`src/hdl/key_index_pair_sorter_assert.svh`:
```
// Assertion macros used by the sorter module.
// Depends on nothing; included inside module bodies.
`ifndef KEY_INDEX_PAIR_SORTER_ASSERT_SVH
`define KEY_INDEX_PAIR_SORTER_ASSERT_SVH

// Implication checked on every clock edge outside reset.
`define KIPS_ASSERT_IMP(label, clk, rst_n, ante, cons, msg) \
    label: assert property (@(posedge clk) disable iff (!rst_n) (ante) |-> (cons)) \
        else $error(msg);

// Next-cycle implication checked outside reset.
`define KIPS_ASSERT_NXT(label, clk, rst_n, ante, cons, msg) \
    label: assert property (@(posedge clk) disable iff (!rst_n) (ante) |=> (cons)) \
        else $error(msg);

`endif

```
`src/hdl/kips_pkg.sv`:
```
// Shared types and constants for the key/index pair sorter.
// No dependencies.
`default_nettype none
package kips_pkg;
    localparam int KEY_W = 32;
    localparam int ID_W  = 31;

    typedef enum logic [2:0] {
        ST_IDLE,
        ST_SHIFT_RD,
        ST_SHIFT_WR,
        ST_PLACE,
        ST_OUT_RD,
        ST_OUT_EMIT
    } kips_state_t;
endpackage
`default_nettype wire

```
`src/hdl/kips_mem.sv`:
```
// Synchronous one-write one-read pair store (key and id side by side).
// Depends on kips_pkg.
`default_nettype none
module kips_mem #(
    parameter int DEPTH = 64,
    parameter int AW    = 6
) (
    input  wire logic                     clk,
    input  wire logic                     we,
    input  wire logic [AW-1:0]            waddr,
    input  wire logic [kips_pkg::KEY_W-1:0] wkey,
    input  wire logic [kips_pkg::ID_W-1:0]  wid,
    input  wire logic [AW-1:0]            raddr,
    output logic      [kips_pkg::KEY_W-1:0] rkey,
    output logic      [kips_pkg::ID_W-1:0]  rid
);
    import kips_pkg::*;

    logic [KEY_W+ID_W-1:0] mem [DEPTH];

    // write port
    always_ff @(posedge clk)
    begin
        if (we)
        begin
            mem[waddr] <= {wkey, wid};
        end
    end

    // registered read port
    always_ff @(posedge clk)
    begin
        {rkey, rid} <= mem[raddr];
    end
endmodule
`default_nettype wire

```
`src/hdl/key_index_pair_sorter.sv`:
```
// Key/index pair sorter: insertion sort over one synchronous memory.
// Depends on kips_pkg, kips_mem and key_index_pair_sorter_assert.svh.
//
// Usage:
// - Input transaction: key, sample_id, last are taken at a clock edge with
//   start high and busy low.
// - Each pair is inserted in order: the stored pairs with a larger key are
//   moved up one entry at a time, each move a memory read then a write.
//   At most CAPACITY-1 pairs are moved for one item. A pair arriving at a
//   full store is dropped and sets the drop flag.
// - On a pair with last set, all stored pairs are then emitted in
//   ascending signed key order, ties in arrival order, each result read
//   and then shown: result ports are valid for one cycle while strobe is
//   high; last_out marks the final one, overflow is set on every result if
//   any pair of the set was dropped.
// - busy stays high through insertion and output; the store then empties.
// - The receiver cannot stall: results are never held back.
// - Reset clears the fill count and the drop flag; no memory clearing.
`default_nettype none
module key_index_pair_sorter #(
    parameter int CAPACITY = 64
) (
    input  wire logic                        clk,
    input  wire logic                        rst_n,
    input  wire logic                        start,
    output logic                             busy,
    input  wire logic signed [kips_pkg::KEY_W-1:0] key,
    input  wire logic        [kips_pkg::ID_W-1:0]  sample_id,
    input  wire logic                        last,
    output logic                             strobe,
    output logic signed [kips_pkg::KEY_W-1:0] sorted_key,
    output logic        [kips_pkg::ID_W-1:0]  sorted_id,
    output logic                             last_out,
    output logic                             overflow
);
    import kips_pkg::*;
    `include "key_index_pair_sorter_assert.svh"

    localparam int AW = (CAPACITY > 1) ? $clog2(CAPACITY) : 1;
    localparam int CW = $clog2(CAPACITY + 1);
    localparam logic [CW-1:0] CAP_C = CW'(CAPACITY);

    kips_state_t state_reg, state_next;
    logic [CW-1:0] fill_reg, fill_next;
    logic [CW-1:0] pos_reg, pos_next;
    logic          drop_reg, drop_next;
    logic          last_reg, last_next;
    logic [KEY_W-1:0] nkey_reg, nkey_next;
    logic [ID_W-1:0]  nid_reg, nid_next;

    logic          we;
    logic [AW-1:0] waddr, raddr;
    logic [KEY_W-1:0] wkey, rkey;
    logic [ID_W-1:0]  wid, rid;

    kips_mem #(.DEPTH(CAPACITY), .AW(AW)) u_mem (
        .clk(clk), .we(we), .waddr(waddr), .wkey(wkey), .wid(wid),
        .raddr(raddr), .rkey(rkey), .rid(rid)
    );

    logic take;
    logic larger;
    assign take   = start && (state_reg == ST_IDLE);
    // stored key strictly larger than new key (signed)
    assign larger = $signed(rkey) > $signed(nkey_reg);

    // next state and datapath registers
    always_comb
    begin
        state_next = state_reg;
        fill_next  = fill_reg;
        pos_next   = pos_reg;
        drop_next  = drop_reg;
        last_next  = last_reg;
        nkey_next  = nkey_reg;
        nid_next   = nid_reg;
        unique case (state_reg)
            ST_IDLE:
            begin
                if (take)
                begin
                    nkey_next = key;
                    nid_next  = sample_id;
                    last_next = last;
                    pos_next  = fill_reg;
                    if (fill_reg == CAP_C)
                    begin
                        drop_next = 1'b1;
                        if (last)
                        begin
                            pos_next   = '0;
                            state_next = ST_OUT_RD;
                        end
                    end
                    else if (fill_reg == '0)
                    begin
                        state_next = ST_PLACE;
                    end
                    else
                    begin
                        state_next = ST_SHIFT_RD;
                    end
                end
            end
            ST_SHIFT_RD:
            begin
                state_next = ST_SHIFT_WR;
            end
            ST_SHIFT_WR:
            begin
                if (larger)
                begin
                    pos_next   = pos_reg - 1'b1;
                    state_next = (pos_reg == CW'(1)) ? ST_PLACE : ST_SHIFT_RD;
                end
                else
                begin
                    state_next = ST_PLACE;
                end
            end
            ST_PLACE:
            begin
                fill_next = fill_reg + 1'b1;
                if (last_reg)
                begin
                    pos_next   = '0;
                    state_next = ST_OUT_RD;
                end
                else
                begin
                    state_next = ST_IDLE;
                end
            end
            ST_OUT_RD:
            begin
                state_next = ST_OUT_EMIT;
            end
            ST_OUT_EMIT:
            begin
                pos_next = pos_reg + 1'b1;
                if (pos_reg + 1'b1 == fill_reg)
                begin
                    fill_next  = '0;
                    drop_next  = 1'b0;
                    state_next = ST_IDLE;
                end
                else
                begin
                    state_next = ST_OUT_RD;
                end
            end
            default:
            begin
                state_next = ST_IDLE;
            end
        endcase
    end

    // memory port and output control
    always_comb
    begin
        we     = 1'b0;
        waddr  = pos_reg[AW-1:0];
        wkey   = nkey_reg;
        wid    = nid_reg;
        raddr  = pos_reg[AW-1:0];
        strobe = 1'b0;
        unique case (state_reg)
            ST_SHIFT_RD:
            begin
                raddr = AW'(pos_reg - 1'b1);
            end
            ST_SHIFT_WR:
            begin
                we   = larger;
                wkey = rkey;
                wid  = rid;
            end
            ST_PLACE:
            begin
                we = 1'b1;
            end
            ST_OUT_EMIT:
            begin
                strobe = 1'b1;
            end
            default:
            begin
            end
        endcase
    end

    assign busy       = (state_reg != ST_IDLE);
    assign sorted_key = rkey;
    assign sorted_id  = rid;
    assign last_out   = strobe && (pos_reg + 1'b1 == fill_reg);
    assign overflow   = drop_reg;

    // control registers
    always_ff @(posedge clk or negedge rst_n)
    begin
        if (!rst_n)
        begin
            state_reg <= ST_IDLE;
            fill_reg  <= '0;
            pos_reg   <= '0;
            drop_reg  <= 1'b0;
            last_reg  <= 1'b0;
        end
        else
        begin
            state_reg <= state_next;
            fill_reg  <= fill_next;
            pos_reg   <= pos_next;
            drop_reg  <= drop_next;
            last_reg  <= last_next;
        end
    end

    // pending pair
    always_ff @(posedge clk)
    begin
        nkey_reg <= nkey_next;
        nid_reg  <= nid_next;
    end

    `KIPS_ASSERT_IMP(a_fill_range, clk, rst_n, 1'b1, fill_reg <= CAP_C, "fill count over capacity")
    `KIPS_ASSERT_IMP(a_emit_in_range, clk, rst_n, strobe, pos_reg < fill_reg, "emit past fill")
    `KIPS_ASSERT_NXT(a_last_empties, clk, rst_n, last_out, fill_reg == '0 && !drop_reg, "store not emptied")
    `KIPS_ASSERT_IMP(a_place_room, clk, rst_n, state_reg == ST_PLACE, fill_reg < CAP_C, "place into full store")
endmodule
`default_nettype wire
```
`config.mk`:
```
export PLATFORM = sky130hd
export DESIGN_NAME = key_index_pair_sorter
export DESIGN_NICKNAME = d
export VERILOG_FILES = /design/src/hdl/kips_pkg.sv /design/src/hdl/kips_mem.sv /design/src/hdl/key_index_pair_sorter.sv
export VERILOG_INCLUDE_DIRS = /design/src /design/src/hdl
export SDC_FILE = /design/constraint.sdc
export NUM_CORES = 2
export LEC_CHECK = 0
export BUFFER_PORTS_ARGS = -buffer_cell sky130_fd_sc_hd__buf_4
export CAP_MARGIN = 40
export CORE_MARGIN = 5
export CORE_UTILIZATION = 57
export CTS_CLUSTER_DIAMETER = 200
export DETAILED_ROUTE_END_ITERATION = 8
export GPL_TIMING_DRIVEN = 0
export MAX_ROUTING_LAYER = met4
export PLACE_DENSITY_LB_ADDON = 0.25
export SETUP_SLACK_MARGIN = 0.5
export SLEW_MARGIN = 10
export SYNTH_ARGS = -nofsm -noshare
export SYNTH_HDL_FRONTEND = slang
export SYNTH_HIERARCHICAL = 1
export SYNTH_SLANG_ARGS = --single-unit
export TNS_END_PERCENT = 30
```
`constraint.sdc`:
```
create_clock -name clk -period 6.5 [get_ports clk]
set_input_delay 0.975 -clock clk [delete_from_list [all_inputs] [get_ports clk]]
set_output_delay 0.975 -clock clk [all_outputs]
set_load 0.005 [all_outputs]
```
* After elaboration in Yosys (flattened, before gate mapping)
Memory sizes are Yosys's and may differ from the RTL's. A register that Yosys moved wholly into a read port is not among the register bits. Index checks and enable logic that the tools add are counted.
Cells by class: $add $sub $neg 3, multiply operators 0, div/mod/pow operators 0, $lt $le $gt $ge 1, equality and inequality tests 14, shift-type cells 0, multiplexer cells 28, bitwise logic cells 0, reductions and logical operators 13
Operator list (number):
- 2-to-1 mux 7 bit | 6
- > comparator 32 bit | 1
- 2-to-1 mux 32 bit | 1
- 2-to-1 mux 31 bit | 1
- case mux 7 bit (4 select lines) | 1
- case mux 3 bit (6 select lines) | 1
- 2-to-1 mux 3 bit | 5
- adder 7 x 1 -> 7 bit (second input constant) | 2
- case mux 7 bit (2 select lines) | 1
- != test 2 bit (second input constant) | 4
- AND reduction 4 bit | 2
- == test 7 x 1 -> 1 bit (second input constant) | 1
- == test 7 bit | 1
- == test 7 bit (second input constant) | 1
- zero test 7 bit | 1
- subtractor 7 x 1 -> 7 bit (second input constant) | 1
- == test 3 x 2 -> 1 bit (second input constant) | 2
- == test 3 bit (second input constant) | 2
- 2-to-1 mux 1 bit | 6
- 2-to-1 mux 2 bit | 3
- 2-to-1 mux 6 bit | 1
- AND reduction 2 bit | 3
- case mux 1 bit (2 select lines) | 2
- nonzero test 2 bit | 2
- 7 further kinds | 8
Storage, ports and cells: register bits 82, bits in latches 0, memory bits (writable) 4032, bits in read-only memories 0, input port bits 67, logic and storage cells 67, memories kept 1
Memories:
- u_mem.mem | depth 64, bits a word 63, read ports 1, clocked after Yosys merged registers in 1, write ports 1, RTL line kips_mem.sv:19 | logic [KEY_W+ID_W-1:0] mem [DEPTH];

* Depth between registers and ports, before layout
word-level depth 5, mapped depth 14

* Modules after synthesis
Netlist, hierarchy kept.
Modules (own cells, without submodules):
- kips_mem | instances 1, cells an instance 6555, area an instance 153307.0 um2, sequential area each 122337.3 um2
- key_index_pair_sorter | instances 1, cells an instance 539, area an instance 4943.5 um2, sequential area each 2367.3 um2

* Worst setup path before layout
Ideal clock, no wire load.
path type register -> register, start reg nkey_reg[23], end mem u_mem/mem[49][0] in the netlist's numbering, enable pin, library setup time 561 ps, arrival 6380 ps, path slack -441 ps, stages on the path, launching flop included 12, period minus slack after synthesis 6941 ps, path through edfxtp_1 -> inv_1 -> ha_1 -> nand4_1 -> nor4_1 -> nor3b_1 -> a211o_1 -> nand3_1 -> nand2_1 -> nor2b_1 -> nand4_1 -> nor3_1
On the way: longest elaborated chain between the ends 4
RTL lines:
- start, declared | RTL line key_index_pair_sorter.sv:48 | logic [KEY_W-1:0] nkey_reg, nkey_next;
- start signal, assigned | RTL line key_index_pair_sorter.sv:223 | nkey_reg <= nkey_next;
- > comparator 32 bit | RTL line key_index_pair_sorter.sv:65 | assign larger = $signed(rkey) > $signed(nkey_reg);
- case mux 1 bit (2 select lines) | RTL line key_index_pair_sorter.sv:168 | unique case (state_reg)
- via we | RTL line key_index_pair_sorter.sv:51 | logic we;
- 2-to-1 mux 1 bit | RTL line kips_mem.sv:24 | if (we)
- 2-to-1 mux 1 bit (implied by the code) | RTL line kips_mem.sv:26 | mem[waddr] <= {wkey, wid};
- end, declared | RTL line kips_mem.sv:19
The timed path passes the listed nets, and every way through them passes these cells.

* Worst setup path in the final report
start reg state_reg[2], end reg u_mem/rid[21] in the netlist's numbering, read port of u_mem.mem
On the way: longest elaborated chain between the ends 2
RTL lines:
- start, declared | RTL line key_index_pair_sorter.sv:43 | kips_state_t state_reg, state_next;
- start signal, assigned | RTL line key_index_pair_sorter.sv:212 | state_reg <= state_next;
- == test 3 x 1 -> 1 bit | RTL line key_index_pair_sorter.sv:168
- 2-to-1 mux 6 bit | RTL line key_index_pair_sorter.sv:168
- via raddr[3] | RTL line key_index_pair_sorter.sv:52 | logic [AW-1:0] waddr, raddr;
- end, declared | RTL line kips_mem.sv:15 | output logic [kips_pkg::ID_W-1:0] rid
The timed path passes the listed nets, and every way through them passes these cells. A chain may end at the register's enable or synchronous reset.

==> out/qor.csv <==
stage;metric;value;unit
run_status;outcome;finished clean;
synthesis;yosys_warnings;6;
synthesis;syn_nets;7198;
cells_and_area;largest_register_ffs;4032;
global_route;grt_pass1_vias;82100;
route;drtIter0Drc;15000;
synthesis;syn_area;158000;sq um
cells_and_area;multiInputGateArea;32400;sq um
power;power;53000;uW
clock_tree;cts_made_buffers;404;
route;dr.pass1.iters;6;
global_route;grt.overflow.total;0;
timing;drv_slew;0;
synthesis;ys_types;62;
route;vias_per_cell;6.95;
timing;rsz0062_at_grt;false;
timing;skew;0.0595;ns
cells_and_area;drive_gt1_frac;0.294;
synthesis;synth_edf_count;4095;
critical_path;cp.arrival;6.70;ns
floorplan;num_io_pins;134;
route;vias;84100;
clock_tree;clock_latency;0.91;ns
timing;finalCriticalPeriod;5.88;ns
synthesis;seq_area_frac_synth;0.788;
global_route;grt_pass1_wl;642;mm
clock_tree;cts-root-buf;clkbuf_16;
power;ir_worst_vdd;0.253;mV
timing;whs;0.237;ns
worst_hold_path;worstHoldPathType;in -> reg;
cells_and_area;final_common_cell;edfxtp_1;
power;p_leak;0.0592;uW
placement;placedCellCount;11300;
route;drt.antenna.violating_nets;0;
critical_path;path_class;reg -> reg;
timing;relSlewSlack;0.273;
cells_and_area;syn2layout_area_growth;17.5;%
placement;port-buffer-count;133;
synthesis;async_flop_share;0.00455;
floorplan;die_h;537;um
timing;finalCritPeriodShare;0.905;
critical_path;r2r_slack;0.62;ns
global_route;grtUsageTotal;0.331;
placement;dp_hpwl;314;mm
synthesis;netlist_instances;7094;
timing;setup_viol_count_final;0;
route;wire_per_inst;38.1;um
placement;gp_congestion;0.904;
global_route;grt_max_degree;65;
floorplan;fp.dieW;537;um
synthesis;synth-main-ff-cell;edfxtp_1;
timing;fmax;0.170;GHz
cells_and_area;post-route-util;0.672;
critical_path;end_kind;register;
route;routed_wl;461;mm
critical_path;worstPathRequired;7.32;ns
cells_and_area;layout.nets;8142;
floorplan;rows;193;
cells_and_area;fin_cells;12100;
clock_tree;cts_tree;built;
floorplan;die-area;288000;sq um
critical_path;crit_path_start_kind;register;
synthesis;ys_ff_latch;4177;
clock_tree;clk_pin_slew;0.06;ns
cells_and_area;layout_common_cells;edfxtp_1 (4095), mux4_2 (963), clkbuf_16 (409);
cells_and_area;fill_cells;16600;
timing;hold_viol_final;0;
floorplan;initial_core_util;0.572;
global_route;antenna_found_initial;15;
clock_tree;htreeDepth;5;
floorplan;placeableCoreArea;276000;sq um
cells_and_area;regArea;125000;sq um
run;drv_cap;0;
timing;worst_pin_slew;1.09;ns
critical_path;cp_max_fo;10;
route;drc;0;
power;powerDensity;285;nW/um^2
clock_tree;clock_path_buffers;4;
clock_tree;cts_sinks;4177;
synthesis;synth_area_per_cell;22.3;sq um
timing repair:
action | CTS | global route
setup buffers | 1 | 2
setup endpoints to repair | 255 | 9
endpoints found under the hold margin | 19 | 0
resized for setup | 2 | 0
hold buffers | 1 | 0
gates cloned | 0 | 0
cell type report:
class	instances	share of cell area
Buffer	406	0.0108
Tap cell	3705	0.0249
Clock inverter	254	0.0149
Antenna cell	21	0.000283
Clock buffer	485	0.0572
Inverter	44	0.000902
Timing Repair Buffer	538	0.0455
Sequential cell	4177	0.671
Multi-Input combinational cell	2467	0.175
cells in the mapped netlist (all sizes together), types with 40 or more instances:
cell type  count  area, sq um
a211oi       104          781
a22oi         52          390
buf          229         1330
clkbuf       177          664
dfxtp         63         1260
edfxtp      4095       123000
inv           44          165
mux2i        107         1070
mux4         963        21700
nand2        181          679
nand3         40          200
nor2         149          564
nor2b         88          551
nor3          63          315
nor4          57          357
o21ai         55          275
o221ai        64          561
o22a          53          464
o22ai        300         1880
layer usage:
layer  up-vias  GRT usage  part of all wire
met3      1091     0.0904              0.14
li1      32100          -                 -
met2      7048      0.470              0.45
met5         -          -                 0
met1     43900      0.455              0.35
met4         0      0.149             0.058
worst paths after layout:
kind / startpoint / to / cells after the start
setup / recovery: state_reg[2]$_DFFE_PN0P_ / u_mem/rid[21]$_DFF_P_ / 15
hold / removal: sample_id[0] / nid_reg[0]$_DFFE_PP_ / 1
setup reg to reg: state_reg[2]$_DFFE_PN0P_ / u_mem/rid[21]$_DFF_P_ / 15
hold reg to reg: last_reg$_DFFE_PN0P_ / last_reg$_DFFE_PN0P_ / 1
max in group asynchronous: rst_n / pos_reg[2]$_DFFE_PN0P_ / 2
min in group asynchronous: rst_n / overflow$_DFFE_PN0P_ / 2
kinds of logic (layout without fill, tap and decap cells):
| kind of cell | Yosys count | in the layout | share of synthesized area |
|---|---|---|---|
| flops | 4177 | 4177 | 0.788 |
| mux | 1075 | 1075 | 0.144 |
| compound gates | 705 | 705 | 0.0309 |
| simple gates | 627 | 627 | 0.0189 |
| buf+inv | 450 | 1727 | 0.0136 |
| fa+ha+maj | 37 | 37 | 0.00293 |
| xor+xnor | 23 | 23 | 0.00136 |
| other cells | 0 | 21 | 0 |
critical path, cell delays in order (launching register included):
cell,delay [ns]
dfrtp_1,0.36
clkbuf_1,0.17
clkbuf_1,0.25
nor3_1,0.30
buf_2,0.26
nand3b_1,0.12
xnor2_1,0.19
buf_2,0.60
buf_2,0.50
nor2_1,0.22
nand2_1,0.74
clkbuf_1,0.74
o22ai_1,0.30
nor4_1,0.52
buf_2,0.28
o22a_1,0.24
power by group:
part,internal [uW],switching (uW)
combinational,25.1,9.04
sequential,29100,0
clock,13900,10000
total,43000,10000
through the flow:
| stage | worst slack, ns | instance area (sq um) | setup TNS (ns) |
|---|---|---|---|
| global placement | -8.49 | 164000 | - |
| CTS | 0.715 | 186000 | 0 |
| finish | 0.616 | 186000 | 0 |
| detailed placement | -0.111 | 172000 | -0.994 |
| global route | 0.520 | 186000 | 0 |
| floorplan | -0.438 | 158000 | -27.58 |
Note: power is estimated with default switching activity, not from simulation.
